## src/rtl/core/dhfc_pkg.sv

```systemverilog
// Shared types and constants for the double/half float converter.
// No dependencies; used by every module under rtl/core.
package dhfc_pkg;

  localparam int unsigned DBL_W = 64;

  localparam logic [10:0] DBL_EXP_ONES = 11'h7ff;
  localparam logic [4:0] HALF_EXP_ONES = 5'h1f;
  localparam logic [10:0] EXP_SHIFT = 11'd1008;
  localparam logic [10:0] SUB_EXP_BASE = 11'd1009;
  localparam logic [10:0] NARROW_OVF_EXP = 11'd1039;
  localparam logic [10:0] NARROW_MIN_EXP = 11'd998;
  localparam logic [10:0] SUB_SHIFT_BASE = 11'd1051;
  localparam logic [14:0] HALF_INF = 15'h7c00;
  localparam logic [9:0] HALF_QUIET = 10'h200;

  typedef enum logic [0:0] {
    CMD_NARROW = 1'b0,
    CMD_WIDEN  = 1'b1
  } cmd_t;

  typedef struct packed {
    logic [DBL_W-1:0] result;
    logic             exact;
  } conv_t;

endpackage

```

## src/rtl/core/dhfc_narrow.sv

```systemverilog
// Binary64 to binary16 narrowing with round to nearest even and exactness flag.
// Depends on dhfc_pkg.
module dhfc_narrow (
  input  logic [63:0]   value,
  output dhfc_pkg::conv_t conv
);

  logic        sgn;
  logic [10:0] e;
  logic [51:0] m;
  logic [52:0] full;
  logic [5:0]  sh;
  logic [5:0]  sh_m1;
  logic [52:0] fr;
  logic [52:0] sticky_mask;
  logic        rb_sub;
  logic        st_sub;
  logic [10:0] q_sub;
  logic [10:0] q_sub_r;
  logic [4:0]  he;
  logic [14:0] q_nrm;
  logic [14:0] q_nrm_r;
  logic        st_nrm;
  logic [15:0] half;
  logic        exact;

  always_comb begin
    sgn = value[63];
    e = value[62:52];
    m = value[51:0];
    full = {1'b1, m};

    sh = 6'(SUB_SHIFT_BASE_SUB(e));
    sh_m1 = sh - 6'd1;
    fr = full >> sh_m1;
    rb_sub = fr[0];
    q_sub = fr[11:1];
    sticky_mask = (53'd1 << sh_m1) - 53'd1;
    st_sub = |(full & sticky_mask);
    q_sub_r = q_sub + 11'(rb_sub && (st_sub || q_sub[0]));

    he = 5'(e - dhfc_pkg::EXP_SHIFT);
    q_nrm = {he, m[51:42]};
    st_nrm = |m[40:0];
    q_nrm_r = q_nrm + 15'(m[41] && (st_nrm || q_nrm[0]));

    priority if (e == dhfc_pkg::DBL_EXP_ONES) begin
      half = {sgn, dhfc_pkg::HALF_EXP_ONES,
              m[51:42] | ((m != 52'd0) ? dhfc_pkg::HALF_QUIET : 10'd0)};
      exact = (m[41:0] == 42'd0) && ((m == 52'd0) || m[51]);
    end else if (e >= dhfc_pkg::NARROW_OVF_EXP) begin
      half = {sgn, dhfc_pkg::HALF_INF};
      exact = 1'b0;
    end else if (e >= dhfc_pkg::SUB_EXP_BASE) begin
      half = {sgn, q_nrm_r};
      exact = !m[41] && !st_nrm;
    end else if (e >= dhfc_pkg::NARROW_MIN_EXP) begin
      half = {sgn, 4'd0, q_sub_r};
      exact = !rb_sub && !st_sub;
    end else begin
      half = {sgn, 15'd0};
      exact = (e == 11'd0) && (m == 52'd0);
    end

    conv.result = {48'd0, half};
    conv.exact = exact;
  end

  function automatic logic [10:0] SUB_SHIFT_BASE_SUB(input logic [10:0] ex);
    return dhfc_pkg::SUB_SHIFT_BASE - ex;
  endfunction

endmodule

```

## src/rtl/core/dhfc_widen.sv

```systemverilog
// Binary16 to binary64 widening, exact, with subnormal normalization.
// Depends on dhfc_pkg.
module dhfc_widen (
  input  logic [15:0]   half,
  output dhfc_pkg::conv_t conv
);

  logic        sgn;
  logic [4:0]  e;
  logic [9:0]  m;
  logic [3:0]  top;
  logic [3:0]  k;
  logic [9:0]  m_norm;
  logic [63:0] dbl;

  always_comb begin
    sgn = half[15];
    e = half[14:10];
    m = half[9:0];

    top = 4'd0;
    for (int i = 0; i < 10; i++) begin
      if (m[i]) begin
        top = 4'(i);
      end
    end
    k = 4'd10 - top;
    m_norm = 10'({1'b0, m} << k);

    priority if (e == 5'd0) begin
      if (m == 10'd0) begin
        dbl = {sgn, 63'd0};
      end else begin
        dbl = {sgn, dhfc_pkg::SUB_EXP_BASE - 11'(k), m_norm, 42'd0};
      end
    end else if (e == dhfc_pkg::HALF_EXP_ONES) begin
      dbl = {sgn, dhfc_pkg::DBL_EXP_ONES, m, 42'd0};
    end else begin
      dbl = {sgn, 11'(e) + dhfc_pkg::EXP_SHIFT, m, 42'd0};
    end

    conv.result = dbl;
    conv.exact = 1'b1;
  end

endmodule

```

## src/rtl/core/double_half_float_converter.sv

```systemverilog
// Top level of the double/half float converter: input register, conversion
// logic, result register. Depends on dhfc_pkg, dhfc_narrow and dhfc_widen.
//
// Usage:
//   Slave stream s_*: s_tdata carries the 64-bit value, s_tuser the command
//   (0 narrow binary64 to binary16, 1 widen binary16 in bits 15..0).
//   Master stream m_*: m_tdata carries the result (half in bits 15..0 when
//   narrowing, upper bits zero), m_tuser the exact flag (narrowed half
//   widens back to the same 64 bits; always 1 when widening).
//   Path from input transfer to result valid: input register, then result
//   register. Throughput: one item per cycle while the receiver does not
//   stall, set by the single-pass conversion logic between the two registers.
//   Reset (rst, synchronous) empties both registers; no result is pending.
//   Receiver stall: the result register holds; the input register still
//   takes an item while it is empty, then s_tready drops until m_tready
//   returns. No item is lost or repeated.
module double_half_float_converter (
  input  logic        clk,
  input  logic        rst,
  input  logic        s_tvalid,
  output logic        s_tready,
  input  logic [63:0] s_tdata,   // [63:0] value
  input  logic [0:0]  s_tuser,   // [0] command
  output logic        m_tvalid,
  input  logic        m_tready,
  output logic [63:0] m_tdata,   // [63:0] result
  output logic [0:0]  m_tuser    // [0] exact
);

  logic            in_valid;
  logic [63:0]     in_value;
  dhfc_pkg::cmd_t  in_cmd;
  dhfc_pkg::conv_t narrow_conv;
  dhfc_pkg::conv_t widen_conv;
  dhfc_pkg::conv_t sel_conv;
  dhfc_pkg::conv_t out_conv;
  logic            out_valid;
  logic            out_stall;
  logic            advance;

  assign out_stall = out_valid && !m_tready;
  assign advance = !out_stall;
  assign s_tready = !in_valid || advance;

  always_ff @(posedge clk) begin
    if (rst) begin
      in_valid <= 1'b0;
    end else if (s_tready) begin
      in_valid <= s_tvalid;
    end
  end

  always_ff @(posedge clk) begin
    if (s_tready && s_tvalid) begin
      in_value <= s_tdata;
      in_cmd <= dhfc_pkg::cmd_t'(s_tuser[0]);
    end
  end

  dhfc_narrow u_narrow (
    .value (in_value),
    .conv  (narrow_conv)
  );

  dhfc_widen u_widen (
    .half (in_value[15:0]),
    .conv (widen_conv)
  );

  always_comb begin
    unique case (in_cmd)
      dhfc_pkg::CMD_NARROW: sel_conv = narrow_conv;
      dhfc_pkg::CMD_WIDEN:  sel_conv = widen_conv;
      default:              sel_conv = narrow_conv;
    endcase
  end

  always_ff @(posedge clk) begin
    if (rst) begin
      out_valid <= 1'b0;
    end else if (advance) begin
      out_valid <= in_valid;
    end
  end

  always_ff @(posedge clk) begin
    if (advance && in_valid) begin
      out_conv <= sel_conv;
    end
  end

  assign m_tvalid = out_valid;
  assign m_tdata = out_conv.result;
  assign m_tuser = out_conv.exact;

endmodule
```

## config.mk

```make
export PLATFORM = sky130hd
export DESIGN_NAME = double_half_float_converter
export DESIGN_NICKNAME = d
export VERILOG_FILES = /design/src/rtl/core/dhfc_pkg.sv /design/src/rtl/core/dhfc_narrow.sv /design/src/rtl/core/dhfc_widen.sv /design/src/rtl/core/double_half_float_converter.sv
export SDC_FILE = /design/constraint.sdc
export NUM_CORES = 1
export LEC_CHECK = 0
export CORE_UTILIZATION = 45
export CTS_CLUSTER_DIAMETER = 120
export DETAILED_ROUTE_END_ITERATION = 16
export DONT_BUFFER_PORTS = 1
export GPL_TIMING_DRIVEN = 0
export PLACE_DENSITY = 0.58
export SETUP_SLACK_MARGIN = 0.02
export SYNTH_ARGS = -nofsm -noshare
export SYNTH_HDL_FRONTEND = slang
export SYNTH_SLANG_ARGS = --single-unit
```

## constraint.sdc

```tcl
create_clock -name clk -period 5.2 [get_ports clk]
set_clock_uncertainty 0.05 [all_clocks]
set_input_delay 1.04 -clock clk [delete_from_list [all_inputs] [get_ports clk]]
set_output_delay 1.04 -clock clk [all_outputs]
set_load 0.01 [all_outputs]
```

# --- Yosys cells after proc, flatten, opt, wreduce, memory -nomap -nowiden ---
# Cells that the tools add are included.
op_classes:
  addsub: 9
  n_lt_le_gt_ge: 3
  n_eq_ne: 2
  shift: 3
  muxes: 22
  bitwise_logic: 3
  reduce_logical: 28
op_table:
  columns: ["operator", "count"]
  rows:
  - ["$mux W63", 3]
  - ["$pmux W65 S2", 1]
  - ["$and A53 B53 Y53", 1]
  - ["$reduce_or A53 Y1", 1]
  - ["$shl A1 B6 Y53 const A", 1]
  - ["$shr A53 B6 Y12", 1]
  - ["$sub A53 B1 Y53 const B", 1]
  - ["$logic_not A52 Y1", 1]
  - ["$reduce_bool A52 Y1", 1]
  - ["$mux W15", 3]
  - ["$logic_not A42 Y1", 1]
  - ["$reduce_or A41 Y1", 1]
  - ["$ge A11 B10 Y1 const B", 2]
  - ["$add A15 B1 Y15", 1]
  - ["$mux W3", 4]
  - ["$add A11 B1 Y11", 1]
  - ["$add A5 B10 Y11 const B", 1]
  - ["$eq A11 B11 Y1 const B", 1]
  - ["$ge A11 B11 Y1 const B", 1]
  - ["$logic_not A11 Y1", 1]
  - ["$mux W11", 1]
  - ["$sub A10 B4 Y11 const A", 1]
  - ["$logic_not A10 Y1", 1]
  - ["$mux W10", 1]
  - ["other kinds (15)", 38]
word_totals:
  register_bits: 132
  inputBits: 69
  wordCells: 76

# --- Longest topological paths before layout ---
logic_depth:
  depth_word: 14
  depth_mapped: 22

# --- By module ---
# A second synthesis with hierarchy kept.
hier_totals:
  cells_unflattened: 1325
  hier_area_um2: 12575.8
by_module_without_submodules:
  columns: ["mod", "n_inst", "cells_each", "area_per_inst_um2"]
  rows:
  - ["dhfc_narrow", 1, 930, 6309.8]
  - ["double_half_float_converter", 1, 212, 4979.8]
  - ["dhfc_widen", 1, 183, 1286.2]

# --- Worst setup path before layout ---
# OpenSTA, ideal clock, no wires.
synth_path:
  path_kind: "register to register"
  startpoint: "reg in_value[52]"
  endpoint: "reg out_conv (netlist bit m_tdata[10]), data pin"
  arrival_ns: 3.982
  t_required_ns: 4.884
  path_slack_ns: 0.902
  path_stages_with_launch: 22
  n_path_buf: 7
  cell_sequence: "edfxtp_1 buf_4 buf_6 buf_4 buf_4 inv_1 ha_1 buf_4 buf_6 buf_2 mux4_2 mux2i_1 mux4_2 a21o_1 nor2_1 ha_1 inv_1 nor2_1 nand3_1 or3_1 a31oi_1 nor2_1"
synth_via:
  elab_chain_len: 14
synth_lines:
  columns: ["element", "line_no", "rtl"]
  rows:
  - ["start, declared", "double_half_float_converter.sv:31", "logic [63:0] in_value;"]
  - ["start signal, assigned", "double_half_float_converter.sv:55", "in_value <= s_tdata;"]
  - ["$sub A5 B6 Y6", "dhfc_narrow.sv:70", "return dhfc_pkg::SUB_SHIFT_BASE - ex;"]
  - ["$sub A6 B1 Y6", "dhfc_narrow.sv:34", "sh_m1 = sh - 6'd1;"]
  - ["$shl A1 B6 Y53", "dhfc_narrow.sv:38", "sticky_mask = (53'd1 << sh_m1) - 53'd1;"]
  - ["$sub A53 B1 Y53", "dhfc_narrow.sv:38", null]
  - ["$and A53 B53 Y53", "dhfc_narrow.sv:39", "st_sub = |(full & sticky_mask);"]
  - ["$reduce_or A53 Y1", "dhfc_narrow.sv:39", null]
  - ["$logic_or A1 B1 Y1", "dhfc_narrow.sv:40", "q_sub_r = q_sub + 11'(rb_sub && (st_sub || q_sub[0]));"]
  - ["$logic_and A1 B1 Y1", "dhfc_narrow.sv:40", null]
  - ["$add A11 B1 Y11", "dhfc_narrow.sv:40", null]
  - ["$mux W11", "dhfc_narrow.sv:57", "end else if (e >= dhfc_pkg::NARROW_MIN_EXP) begin"]
  - ["$mux W15", "dhfc_narrow.sv:54", "end else if (e >= dhfc_pkg::SUB_EXP_BASE) begin"]
  - ["$mux W15", "dhfc_narrow.sv:51", "end else if (e >= dhfc_pkg::NARROW_OVF_EXP) begin"]
  - ["$mux W15 (*)", "dhfc_narrow.sv:47", "priority if (e == dhfc_pkg::DBL_EXP_ONES) begin"]
  - ["$pmux W65 S2 (*)", "double_half_float_converter.sv:71", "unique case (in_cmd)"]
  - ["end signal, assigned", "double_half_float_converter.sv:88", "out_conv <= sel_conv;"]
  - ["end, declared", "double_half_float_converter.sv:36", "dhfc_pkg::conv_t out_conv;"]
# Every way passes the cells marked *; elsewhere a longest branch is shown, timed or not.
# A chain may end at the register's enable or synchronous reset.

# --- Worst setup path after layout ---
layout_path:
  startpoint: "reg in_value[53]"
  endpoint: "reg out_conv (netlist bit m_tdata[0]), data pin"
# The elaborated chain is that of the path after synthesis.

==> results.cfg <==
[worst_hold_path]
hold_path_depth = 2
min_path_type = flop to flop

[pwr]
pwr_density_cell_nw_per_um2 = 249
ir_worst_vdd_mv = 0.159
p_leak_nw = 4.11

[floorplanning]
io_pins = 136
die_w_um = 156
die_h_um = 156
core_sq_um = 23400
dieArea_sq_um = 24500
num_rows = 56
start_util_pct = 45.9

[global_route]
grt_pass1_wl_mm = 62.3
grt_pass1_vias = 9430
grt_overflow = 0
antenna_found_initial = 0
grt_util_all_layers_pct = 34.9
grt_max_degree = 66

[logic_synthesis]
synth-main-ff-cell = edfxtp_1
netlist_instances = 1107
synth_cell_types = 111
synthArstFlopShare_pct = 0
yosysWarnings = 0
syn_area_sq_um = 10700
synth-seq-cells = 102
synth_edf_count = 100
syn_area_per_cell_sq_um = 9.69
seq_area_frac_synth_pct = 28.4

[sta]
slew_headroom_pct = 30.9
hold_viol = 0
setup_tns_ps = 0
period_minus_slack_ps = 5060
worst-slew-pin-transition_ps = 1030
slew_viol_final = 0
max_freq_ghz = 0.197
fin_crit_sh_pct = 97.4
holdWs_ps = 483
finalSetupViolCount = 0

[route]
wire_per_inst_um = 28.6
vias = 10406
detail_route.first_pass.iterations = 5
drt_iter0_drc = 1646
viasPerCell = 7.05
drc = 0
antenna_left = 0
wl_mm = 42.2

[worst_setup_path]
end_kind = flop
rr_worst_depth = 17
worst-path-max-fanout = 10
arrival_ps = 5110
critPathLaunchType = flop
critPathRequiredTime_ps = 5240
crit_type = flop to flop

[final_layout]
syn2layout_area_growth_pct = 9.06
final_util_pct = 50.0
layout_commonest_cell = edfxtp_1
drive_above_1_share_pct = 21.1
layout_common_cells = edfxtp_1 (100), nand2_1 (97), nor2_1 (75)
nFillCells = 2285
final_nets = 1232

[placed_design]
gp_congestion = 1.02
post-dp-hpwl_mm = 31.6
port_buffers = 0

[clocking]
clkTransAtPathRegs_ps = 90
insertion_delay_ps = 370
clk_path_buf_depth = 2
cts.htree.levels = 3
cts_buffers = 9
cts.sinks = 102
cts_root_buffer = clkbuf_16
cts_tree = built

[run]
max-cap-violations = 0

[status]
status = finished clean
final timing paths:
path                                    to    startpoint  slack, ps
worst max register to register  m_tdata[0]  in_value[53]        140
worst min-delay path              m_tvalid      in_valid        480
worst max-delay path            m_tdata[0]  in_value[53]        140
worst min register to register    m_tvalid      in_valid        480
cell families (layout without fill, tap and decap cells):
family,count (synthesis),count (layout),synth area share (%)
and+or+nand+nor,361,361,17.7
AOI/OAI and AO/OA,314,314,21.1
buffers and inverters,155,180,8.29
muxes,126,126,19.6
DFF,102,102,28.4
xor gates and xnor gates,37,37,3.58
adders and majority gates,11,11,1.28
other,1,27,0.0349
area by class of cell:
cell class	count	area (sq um)	share of cell area, %
Clock buffer	10	229	1.96
Timing Repair Buffer	10	75.1	0.642
Sequential cell	102	3040	26.0
Multi-Input combinational cell	875	6960	59.4
Buffer	127	823	7.04
Antenna cell	1	2.50	0.0214
Tap cell	319	399	3.41
Inverter	27	105	0.898
Clock inverter	6	68.8	0.588
synthesized netlist by cell type (all sizes together), types with 8 or more instances:
cell | count | share of area (%)
nand4 | 14 | 0.82
nand2 | 100 | 3.6
nor2 | 79 | 2.8
nand3 | 37 | 1.7
nor2b | 10 | 0.58
xnor2 | 25 | 2.4
nor4 | 24 | 1.9
nor3 | 25 | 1.4
mux2i | 54 | 5.0
o221ai | 9 | 0.90
clkbuf | 44 | 1.5
and3 | 16 | 0.93
a21oi | 70 | 3.6
a21o | 8 | 0.56
buf | 84 | 5.8
o22ai | 10 | 0.58
nand2b | 9 | 0.52
o2111ai | 8 | 0.65
inv | 25 | 0.87
a31oi | 21 | 1.3
and2 | 9 | 0.52
ha | 11 | 1.3
o211ai | 10 | 0.70
edfxtp | 100 | 28
mux4 | 67 | 14
o21ai | 66 | 3.4
a21boi | 10 | 0.70
xor2 | 12 | 1.2
a221oi | 8 | 0.71
sequential cells by signal, summed over array words and instances, names as in the netlist:
name / flops
in_value: 64
m_tdata: 34
m_tuser: 1
m_tvalid: 1
in_cmd: 1
in_valid: 1
where the power goes:
part / internal (mW) / switching, mW / total, mW
Clock: 0.378 / 0.331 / 0.709
Combinational: 0.461 / 0.725 / 1.19
Sequential: 0.958 / 0.0630 / 1.02
repair_timing:
action                                  in CTS  in global routing
setup buffers                                2                  8
resized for setup                           12                 18
gates cloned                                 0                  0
hold buffers                                 0                  0
endpoints found under the setup margin       5                 11
pin swaps                                    1                  1
per-stage QoR:
stage / std cells / power, mW / setup slack [ps] / cell area [sq um]
floorplan: 1132 / 1.83 / 902 / 10800
global route: 1476 / 3.01 / -3.65 / 11700
global placement: 1451 / 2.16 / -466 / 11200
finish: 1477 / 2.92 / 137 / 11700
detailed placement: 1451 / 2.14 / -455 / 11200
CTS: 1469 / 2.87 / 15.7 / 11600
worst max-delay path, stage by stage, from the launching register on:
cell and delay (ps):
edfxtp_1 520, ha_1 360, buf_6 200, buf_6 160
a21oi_4 280, nand2_1 210, nand2_2 230, clkbuf_2 290
nand3_1 130, ha_1 330, inv_1 40, a221oi_1 310
o2111ai_1 150, or4_1 470, a2111oi_4 400, nand4_1 200
and4b_1 340, a21oi_1 110
routing by layer:
metal	global-route usage (%)	part of all wire, %
met1	48.7	41
met2	48.3	41
met3	10.6	13
met4	18.2	5.3
met5	0	0
Power figures use the tool's default switching activity.
